`config.mk`:
```
export PLATFORM = sky130hd
export DESIGN_NAME = hid_descriptor_top_usage_scan
export DESIGN_NICKNAME = d
export VERILOG_FILES = /design/src/sv/hidtus_pkg.sv /design/src/sv/hidtus_scan.sv /design/src/sv/hid_descriptor_top_usage_scan.sv
export SDC_FILE = /design/constraint.sdc
export NUM_CORES = 1
export LEC_CHECK = 0
export ABC_AREA = 1
export BUFFER_PORTS_ARGS = -buffer_cell sky130_fd_sc_hd__buf_4
export CELL_PAD_IN_SITES_DETAIL_PLACEMENT = 0
export CELL_PAD_IN_SITES_GLOBAL_PLACEMENT = 1
export CORE_UTILIZATION = 45
export CTS_CLUSTER_SIZE = 30
export DETAILED_ROUTE_END_ITERATION = 10
export MAX_ROUTING_LAYER = met4
export PLACE_DENSITY_LB_ADDON = 0.1
export SLEW_MARGIN = 30
export SYNTH_ARGS = -nofsm -noshare
export SYNTH_HDL_FRONTEND = slang
export SYNTH_SLANG_ARGS = --single-unit
```
`constraint.sdc`:
```
create_clock -name clk_i -period 2.75 [get_ports clk_i]
set_input_delay 0 -clock clk_i [delete_from_list [all_inputs] [get_ports clk_i]]
set_output_delay 0 -clock clk_i [all_outputs]
set_load 0.02 [all_outputs]
```
`src/sv/hidtus_pkg.sv`:
```
// Shared types and constants for the HID descriptor top-level usage scan.
// No dependencies; imported by hidtus_scan and hid_descriptor_top_usage_scan.
`default_nettype none

package hidtus_pkg;

  // Result codes carried on the status port.
  typedef enum logic [1:0] {
    STATUS_FOUND = 2'd0,
    STATUS_LONG  = 2'd1,
    STATUS_NONE  = 2'd2
  } status_e;

  // Prefix byte that opens a long item.
  localparam logic [7:0]  LONG_ITEM_PREFIX = 8'hFE;

  // Short item size code that stands for four data bytes.
  localparam logic [1:0]  SIZE_CODE_FOUR   = 2'd3;

  // Item tags, prefix bits 7..2.
  localparam logic [5:0]  TAG_USAGE_PAGE   = 6'h01;  // prefix 0x04
  localparam logic [5:0]  TAG_USAGE        = 6'h02;  // prefix 0x08
  localparam logic [5:0]  TAG_COLLECTION   = 6'h28;  // prefix 0xA0

  localparam logic [31:0] COLL_APPLICATION = 32'h0000_0001;

  localparam logic [15:0] PAGE_DESKTOP     = 16'h0001;
  localparam logic [15:0] PAGE_VENDOR      = 16'hFF00;
  localparam logic [15:0] USAGE_JOYSTICK   = 16'h0004;
  localparam logic [15:0] USAGE_GAMEPAD    = 16'h0005;

  // One result of the scan, produced with the byte that decides it.
  typedef struct packed {
    logic        valid;
    status_e     status;
    logic [15:0] page;
    logic [15:0] usage;
    logic        admitted;
  } scan_result_t;

endpackage

`default_nettype wire

```
`src/sv/hidtus_scan.sv`:
```
// Short item parser state and per-byte decode for the top-level usage scan.
// Depends on hidtus_pkg for tags, status codes and the result struct.
`default_nettype none

module hidtus_scan
  import hidtus_pkg::*;
(
  input  wire logic         clk_i,
  input  wire logic         rst_ni,
  input  wire logic         step_i,
  input  wire logic [7:0]   desc_byte_i,
  input  wire logic         last_byte_i,
  input  wire logic         vendor_mode_i,
  output scan_result_t      result_o
);

  logic [15:0] page_q, page_d;
  logic [15:0] usage_q, usage_d;
  logic        usage_seen_q, usage_seen_d;
  logic [5:0]  item_tag_q, item_tag_d;
  logic [2:0]  bytes_left_q, bytes_left_d;
  logic [1:0]  byte_pos_q, byte_pos_d;
  logic [31:0] data_accum_q, data_accum_d;
  logic        decided_q, decided_d;

  logic        finish;
  logic [5:0]  fin_tag;
  logic [31:0] fin_data;
  logic        found;
  logic [2:0]  item_size;
  logic [31:0] byte_shifted;

  always_comb begin
    item_size    = (desc_byte_i[1:0] == SIZE_CODE_FOUR) ? 3'd4 : {1'b0, desc_byte_i[1:0]};
    byte_shifted = {24'd0, desc_byte_i} << {byte_pos_q, 3'b000};

    page_d       = page_q;
    usage_d      = usage_q;
    usage_seen_d = usage_seen_q;
    item_tag_d   = item_tag_q;
    bytes_left_d = bytes_left_q;
    byte_pos_d   = byte_pos_q;
    data_accum_d = data_accum_q;
    decided_d    = decided_q;

    finish   = 1'b0;
    fin_tag  = item_tag_q;
    fin_data = data_accum_q;
    found    = 1'b0;

    result_o          = '0;
    result_o.status   = STATUS_NONE;

    if (!decided_q) begin
      if (bytes_left_q == 3'd0) begin
        if (desc_byte_i == LONG_ITEM_PREFIX) begin
          result_o.valid  = 1'b1;
          result_o.status = STATUS_LONG;
          decided_d       = 1'b1;
        end else begin
          item_tag_d   = desc_byte_i[7:2];
          data_accum_d = '0;
          byte_pos_d   = 2'd0;
          bytes_left_d = item_size;
          finish       = (item_size == 3'd0);
          fin_tag      = desc_byte_i[7:2];
          fin_data     = '0;
        end
      end else begin
        data_accum_d = data_accum_q | byte_shifted;
        byte_pos_d   = byte_pos_q + 2'd1;
        bytes_left_d = bytes_left_q - 3'd1;
        finish       = (bytes_left_q == 3'd1);
        fin_data     = data_accum_d;
      end

      if (finish) begin
        if (fin_tag == TAG_USAGE_PAGE) begin
          page_d = fin_data[15:0];
        end else if (fin_tag == TAG_USAGE) begin
          if (!usage_seen_q) begin
            usage_d      = fin_data[15:0];
            usage_seen_d = 1'b1;
          end
        end else if (fin_tag == TAG_COLLECTION) begin
          found = (fin_data == COLL_APPLICATION);
        end
      end

      // A collection item leaves page and usage untouched, so the held values apply.
      if (found) begin
        result_o.valid  = 1'b1;
        result_o.status = STATUS_FOUND;
        result_o.page   = page_q;
        result_o.usage  = usage_q;
        if (vendor_mode_i) begin
          result_o.admitted = (page_q == PAGE_VENDOR);
        end else begin
          result_o.admitted = (page_q == PAGE_DESKTOP) &&
                              ((usage_q == USAGE_GAMEPAD) || (usage_q == USAGE_JOYSTICK));
        end
        decided_d = 1'b1;
      end

      if (last_byte_i && !decided_d) begin
        result_o          = '0;
        result_o.valid    = 1'b1;
        result_o.status   = STATUS_NONE;
      end
    end

    // The final byte always starts a fresh scan for the next descriptor.
    if (last_byte_i) begin
      page_d       = '0;
      usage_d      = '0;
      usage_seen_d = 1'b0;
      item_tag_d   = '0;
      bytes_left_d = '0;
      byte_pos_d   = '0;
      data_accum_d = '0;
      decided_d    = 1'b0;
    end
  end

  always_ff @(posedge clk_i or negedge rst_ni) begin
    if (!rst_ni) begin
      page_q       <= '0;
      usage_q      <= '0;
      usage_seen_q <= 1'b0;
      item_tag_q   <= '0;
      bytes_left_q <= '0;
      byte_pos_q   <= '0;
      data_accum_q <= '0;
      decided_q    <= 1'b0;
    end else if (step_i) begin
      page_q       <= page_d;
      usage_q      <= usage_d;
      usage_seen_q <= usage_seen_d;
      item_tag_q   <= item_tag_d;
      bytes_left_q <= bytes_left_d;
      byte_pos_q   <= byte_pos_d;
      data_accum_q <= data_accum_d;
      decided_q    <= decided_d;
    end
  end

endmodule

`default_nettype wire

```
`src/sv/hid_descriptor_top_usage_scan.sv`:
```
// Top level of the HID report descriptor top-level usage scan.
// Depends on hidtus_pkg and instantiates hidtus_scan.
//
//   channel   direction  handshake             payload
//   ---------------------------------------------------------------------------
//   in        into       in_valid_i/in_stall_o desc_byte_i, last_byte_i
//   out       out of     out_valid_o/out_stall_i status_o, top_page_o, top_usage_o,
//                                              admitted_o
//   cfg       into       cfg_valid_i/cfg_ready_o cfg_data_i (vendor mode)
//
// One descriptor byte is taken per cycle while the output is not stalled. A beat is held in
// the input register, is decoded by the item parser, and its result (if any) is written to
// the output register as the beat leaves the input register and out_valid_o then rises.
// Reset clears the parser, the vendor mode bit and both valid flags; there is no
// clearing pass. While a result waits on a stalled output the parser holds, and the
// input register fills and then stalls the input side.
`default_nettype none

module hid_descriptor_top_usage_scan
  import hidtus_pkg::*;
(
  input  wire logic         clk_i,
  input  wire logic         rst_ni,

  input  wire logic         in_valid_i,
  output logic              in_stall_o,
  input  wire logic [7:0]   desc_byte_i,
  input  wire logic         last_byte_i,

  output logic              out_valid_o,
  input  wire logic         out_stall_i,
  output logic [1:0]        status_o,
  output logic [15:0]       top_page_o,
  output logic [15:0]       top_usage_o,
  output logic              admitted_o,

  input  wire logic         cfg_valid_i,
  output logic              cfg_ready_o,
  input  wire logic         cfg_data_i
);

  logic         vendor_mode_q;

  logic         stg_valid_q;
  logic [7:0]   stg_byte_q;
  logic         stg_last_q;

  logic         out_valid_q;
  scan_result_t res_q;
  scan_result_t scan_res;

  logic         out_free;
  logic         advance;
  logic         in_take;

  // The output register can take a new value when it is empty or being drained.
  assign out_free = !out_valid_q || !out_stall_i;
  // A staged beat is decoded only when its result has a place to go.
  assign advance  = stg_valid_q && out_free;
  assign in_stall_o = stg_valid_q && !out_free;
  assign in_take  = in_valid_i && !in_stall_o;

  assign cfg_ready_o = 1'b1;

  always_ff @(posedge clk_i or negedge rst_ni) begin
    if (!rst_ni) begin
      vendor_mode_q <= 1'b0;
    end else if (cfg_valid_i && cfg_ready_o) begin
      vendor_mode_q <= cfg_data_i;
    end
  end

  // Input register.
  always_ff @(posedge clk_i or negedge rst_ni) begin
    if (!rst_ni) begin
      stg_valid_q <= 1'b0;
    end else if (in_take) begin
      stg_valid_q <= 1'b1;
    end else if (advance) begin
      stg_valid_q <= 1'b0;
    end
  end

  always_ff @(posedge clk_i) begin
    if (in_take) begin
      stg_byte_q <= desc_byte_i;
      stg_last_q <= last_byte_i;
    end
  end

  hidtus_scan u_scan (
    .clk_i         (clk_i),
    .rst_ni        (rst_ni),
    .step_i        (advance),
    .desc_byte_i   (stg_byte_q),
    .last_byte_i   (stg_last_q),
    .vendor_mode_i (vendor_mode_q),
    .result_o      (scan_res)
  );

  // Result register. Bytes that produce no result leave it empty.
  always_ff @(posedge clk_i or negedge rst_ni) begin
    if (!rst_ni) begin
      out_valid_q <= 1'b0;
    end else if (out_free) begin
      out_valid_q <= advance && scan_res.valid;
    end
  end

  always_ff @(posedge clk_i) begin
    if (out_free) begin
      res_q <= scan_res;
    end
  end

  assign out_valid_o = out_valid_q;
  assign status_o    = res_q.status;
  assign top_page_o  = res_q.page;
  assign top_usage_o = res_q.usage;
  assign admitted_o  = res_q.admitted;

endmodule

`default_nettype wire
```
==> flow_results.org <==
** Outcome
- Outcome :: complete, no violations

** Worst setup path
- Cell family contributing the most delay on the critical path :: simple AND/OR/NAND/NOR gates
- In this run the worst setup path begins at u_scan.bytes_left_q[0]$_DFFE_PN0P_.
- Critical path startpoint category :: register
- Maximum cell stage delay along the critical path :: 380 ps
- In this run the number of cells on the critical path is 14.
- The worst register-to-register path has a depth of 14.
- Crit Path Category :: register to register
- STA classifies the critical path endpoint as a register.
- Slowest cell on the critical path :: sky130_fd_sc_hd__dfrtp_1
- The worst register-to-register path has a setup slack of 240 ps.
- Reg-to-reg critical path endpoint :: top_page_o[6]$_SDFFCE_PP0P_
- At the worst endpoint, the required time is 3020 ps.
- Of all nets on the critical path, the largest fanout is 33.
- Data arrival, critical path :: 2780 ps
- The critical path contains buffers and inverters numbering 3 combined.
- The worst register-to-register path begins at u_scan.bytes_left_q[0]$_DFFE_PN0P_.
- Cell with the most instances on the worst path :: sky130_fd_sc_hd__nand2_1
- End point of the critical path :: top_page_o[6]$_SDFFCE_PP0P_
- Cell breakdown of the critical path :: inv_1 -> ha_1 -> nand2_4 -> buf_4 -> nand3_1 -> nand2_1 -> o21ai_0 -> nand2_1 -> nor2_1 -> nand2_1 -> nor2_2 -> nand3_2 -> buf_12 -> nor2_1

** Layout
- 0 antenna diodes ended up in the layout.
- Utilization of the core after routing :: 0.575
- The finished layout holds 915 standard cells, fillers aside.
- Post-layout net count :: 748
- Share of cells above drive strength 1 :: 0.182
- Compared with the post-synthesis result, the final layout area differs by 24.7%.
- After routing the design area is 7230 µm².

** Power and ir drop
- Worst supply voltage drop on vdd :: 528 µV
- Power consumption :: 6.93 mW
- Lkg Pwr :: 3.32 nW
- Dividing total power by cell area gives a power density of 959 nW/µm².

** Clock network
- Number of CTS-inserted buffers :: 17
- Count of clock tree sinks :: 124
- Clock tree from TritonCTS :: built
- Clock-pin slew was measured on the worst setup and hold paths at 60 ps.
- Clock latency at the later pin of the worst-skew pair :: 420 ps
- The clock passes through at most 2 buffers.
- The H-tree generated during clock tree synthesis spans 4 levels.
- The tree is rooted in a sky130_fd_sc_hd__clkbuf_16.

** Routing
- For this run, the detailed router's first-pass iteration total came to 4.
- Aggregate routed wire length :: 13.6 mm
- Vias per inst :: 5.00
- Summing over every cut layer, the via total after detailed routing is 4,579.
- Antenna-violating nets left :: 0
- Wire length per cell after detailed routing :: 14.9 µm
- Number of remaining DRC errors :: 0
- Drt initial violations :: 270

** Die
- Rows :: 41
- From left edge to right edge, the die measures 116 µm.
- In this run the vertical extent of the chip is 116 µm.
- For this design the top-level I/O count stands at 53.
- Initial core utilization :: 0.461
- The total area inside the core boundary comes to 12,600 µm².
- The floorplan step defined a die boundary enclosing 13,300 µm².

** Placed design
- After legalization and detailed placement, the total HPWL measured 9.69 mm.
- Placer Congestion :: 0.855
- Number of buffer cells added on primary ports :: 51
- Placed Instances :: 869
- DP Area :: 6430 µm²
- Worst setup slack after placement :: 208 ps

** Synthesis
- Asr flop ratio synth :: 0.645
- The cell area that synthesis handed to floorplanning was 5800 µm².
- The synthesized netlist contains 36 unique library cells.
- Yosys reg bits :: 124
- Top cells by area, synth :: sky130_fd_sc_hd__dfrtp_1, sky130_fd_sc_hd__edfxtp_1, sky130_fd_sc_hd__nand2_1
- Number of nets produced by synthesis :: 671
- Dominant cell by count in the synthesized netlist :: sky130_fd_sc_hd__nand2_1
- Of the post-synthesis cell area, the dominant cell type holds 0.345.
- Of all cell types, the one taking the most synthesized area is sky130_fd_sc_hd__dfrtp_1.
- Yosys mapped a number of flops with a built-in enable equal to 44.
- Post-synthesis sequential area ratio :: 0.573
- Among all flip-flop cells after synthesis, the most frequent one is sky130_fd_sc_hd__dfrtp_1.
- During synthesis, Yosys emitted a total of 0 warnings.
- Counting instances in the post-synthesis netlist gives the leading cell types as sky130_fd_sc_hd__nand2_1, sky130_fd_sc_hd__inv_1, sky130_fd_sc_hd__dfrtp_1.
- Mapped Avg Cell Area :: 8.88 µm²
- In the synthesized netlist, the number of instances is 653.

** Timing
- Achievable clock frequency :: 0.398 GHz
- For the pin with the worst max-slew slack, the measured transition is 766 ps.
- Sum Neg Setup Slack :: 0 ps
- The tightest hold path in the finished design has a slack of 199 ps.
- Final setup vio count :: 0
- In the finished design, the share of the clock period the worst path needs comes to 0.913.
- Clock skew on the completed layout was measured at 8.67 ps.
- Headroom to the max-slew limit came out at 0.490.
- The count of endpoints failing hold in the final timing report came to 0.
- After layout, the minimum clock period comes to 2510 ps.
- The count of pins over their slew limit is 0.
- Setup repair after global routing left no endpoint under its margin.
- Setup slack on the critical path of the routed design comes to 238 ps.

** Global routing
- Total gr overflow :: 0
- First-pass GRT wire length :: 22.3 mm
- Entering global routing, the biggest net connects 81 pins.
- In the global route stage, overall resource usage came out at 0.233.
- The number of antenna violations at the first check in global routing is 0.
- Vias in the first global route :: 4,471

** Worst hold path
- In this run the worst hold path is classified as input pin to asynchronous set/reset pin.

** Run
- Across the run, the number of max-cap violations was 0.
-- cell families (layout without fill, tap and decap cells) --
| group | count (synthesis) | in the layout | synth area share |
|---|---|---|---|
| flip-flops | 124 | 124 | 0.573 |
| adder cells (fa/ha/maj) | 3 | 3 | 0.00648 |
| other | 1 | 1 | 0.000647 |
| AO/OA/AOI/OAI | 115 | 115 | 0.119 |
| buffers and inverters | 128 | 218 | 0.0928 |
| AND/OR/NAND/NOR | 281 | 281 | 0.206 |
| XOR/XNOR | 1 | 1 | 0.00151 |
-- power by group --
group	leakage (nW)	internal (mW)	switching (mW)	total (mW)
registers	1.58	2.19	0.141	2.33
logic	1.42	0.711	1.46	2.17
clock network	0.311	1.61	0.828	2.43
total	3.32	4.51	2.42	6.93
-- routing by layer --
layer | part of all wire | global-route usage | up-vias
met4 | 0.031 | 0.110 | 0
met5 | 0 | - | -
met1 | 0.43 | 0.271 | 2159
met3 | 0.038 | 0.0507 | 34
li1 | - | - | 2277
met2 | 0.50 | 0.386 | 109
-- worst reg2reg max path: cells and delay by family (launching register included) --
family | cells | cell delay [ps]
AND/OR/NAND/NOR | 9 | 1020
buffers and inverters | 3 | 510
flip-flops | 1 | 380
adder cells (fa/ha/maj) | 1 | 260
AO/OA/AOI/OAI | 1 | 190
-- state kept, by name, indices dropped and copies added (netlist names), 2 cells and up --
register	count
stg_byte_q	8
top_page_o	16
u_scan.bytes_left_q	3
u_scan.item_tag_q	6
u_scan.usage_q	16
u_scan.page_q	16
top_usage_o	16
u_scan.data_accum_q	32
status_o	2
u_scan.byte_pos_q	2
-- final cells by class --
class                           instances  area (µm²)
Inverter                              101         379
Clock buffer                           17         425
Multi-Input combinational cell        401        1950
Tap cell                              172         215
Clock inverter                         15         219
Sequential cell                       124        3320
Timing Repair Buffer                   85         714
Fill cell                            1156        5340
-- timing repair --
| item | 4_1_cts | 5_1_grt |
|---|---|---|
| setup buffers | 0 | 0 |
| hold endpoints to repair | 92 | 0 |
| setup endpoints to repair | 0 | 5 |
| gates resized for setup | 0 | 4 |
| hold buffers | 14 | 0 |
-- worst min path at each step --
stage,start,to,slack (ps),depth (start not counted)
4_1_cts,rst_ni,u_scan.page_q[9]$_DFFE_PN0P_,240,2
3_3_place_gp,desc_byte_i[3],stg_byte_q[3]$_DFFE_PP_,180,1
2_1_floorplan,rst_ni,out_valid_o$_DFFE_PN0P_,-300,0
6_report,rst_ni,u_scan.page_q[9]$_DFFE_PN0P_,200,2
5_1_grt,rst_ni,u_scan.page_q[9]$_DFFE_PN0P_,270,2
3_5_place_dp,rst_ni,u_scan.page_q[9]$_DFFE_PN0P_,110,1
-- layout by cell type, fill, tap and decap left out, types with 5 or more instances in the layout --
cell and count:
sky130_fd_sc_hd__dfrtp_1 80, sky130_fd_sc_hd__nand2_1 137, sky130_fd_sc_hd__buf_4 67, sky130_fd_sc_hd__o22ai_1 23, sky130_fd_sc_hd__inv_1 96, sky130_fd_sc_hd__o21ai_0 67
sky130_fd_sc_hd__o21ai_2 15, sky130_fd_sc_hd__edfxtp_1 44, sky130_fd_sc_hd__nand2_2 5, sky130_fd_sc_hd__bufinv_16 5, sky130_fd_sc_hd__nor4_1 8, sky130_fd_sc_hd__clkbuf_16 17
sky130_fd_sc_hd__dlygate4sd3_1 14, sky130_fd_sc_hd__nand3_1 34, sky130_fd_sc_hd__nor2_1 77
Power figures use the tool's default switching activity.
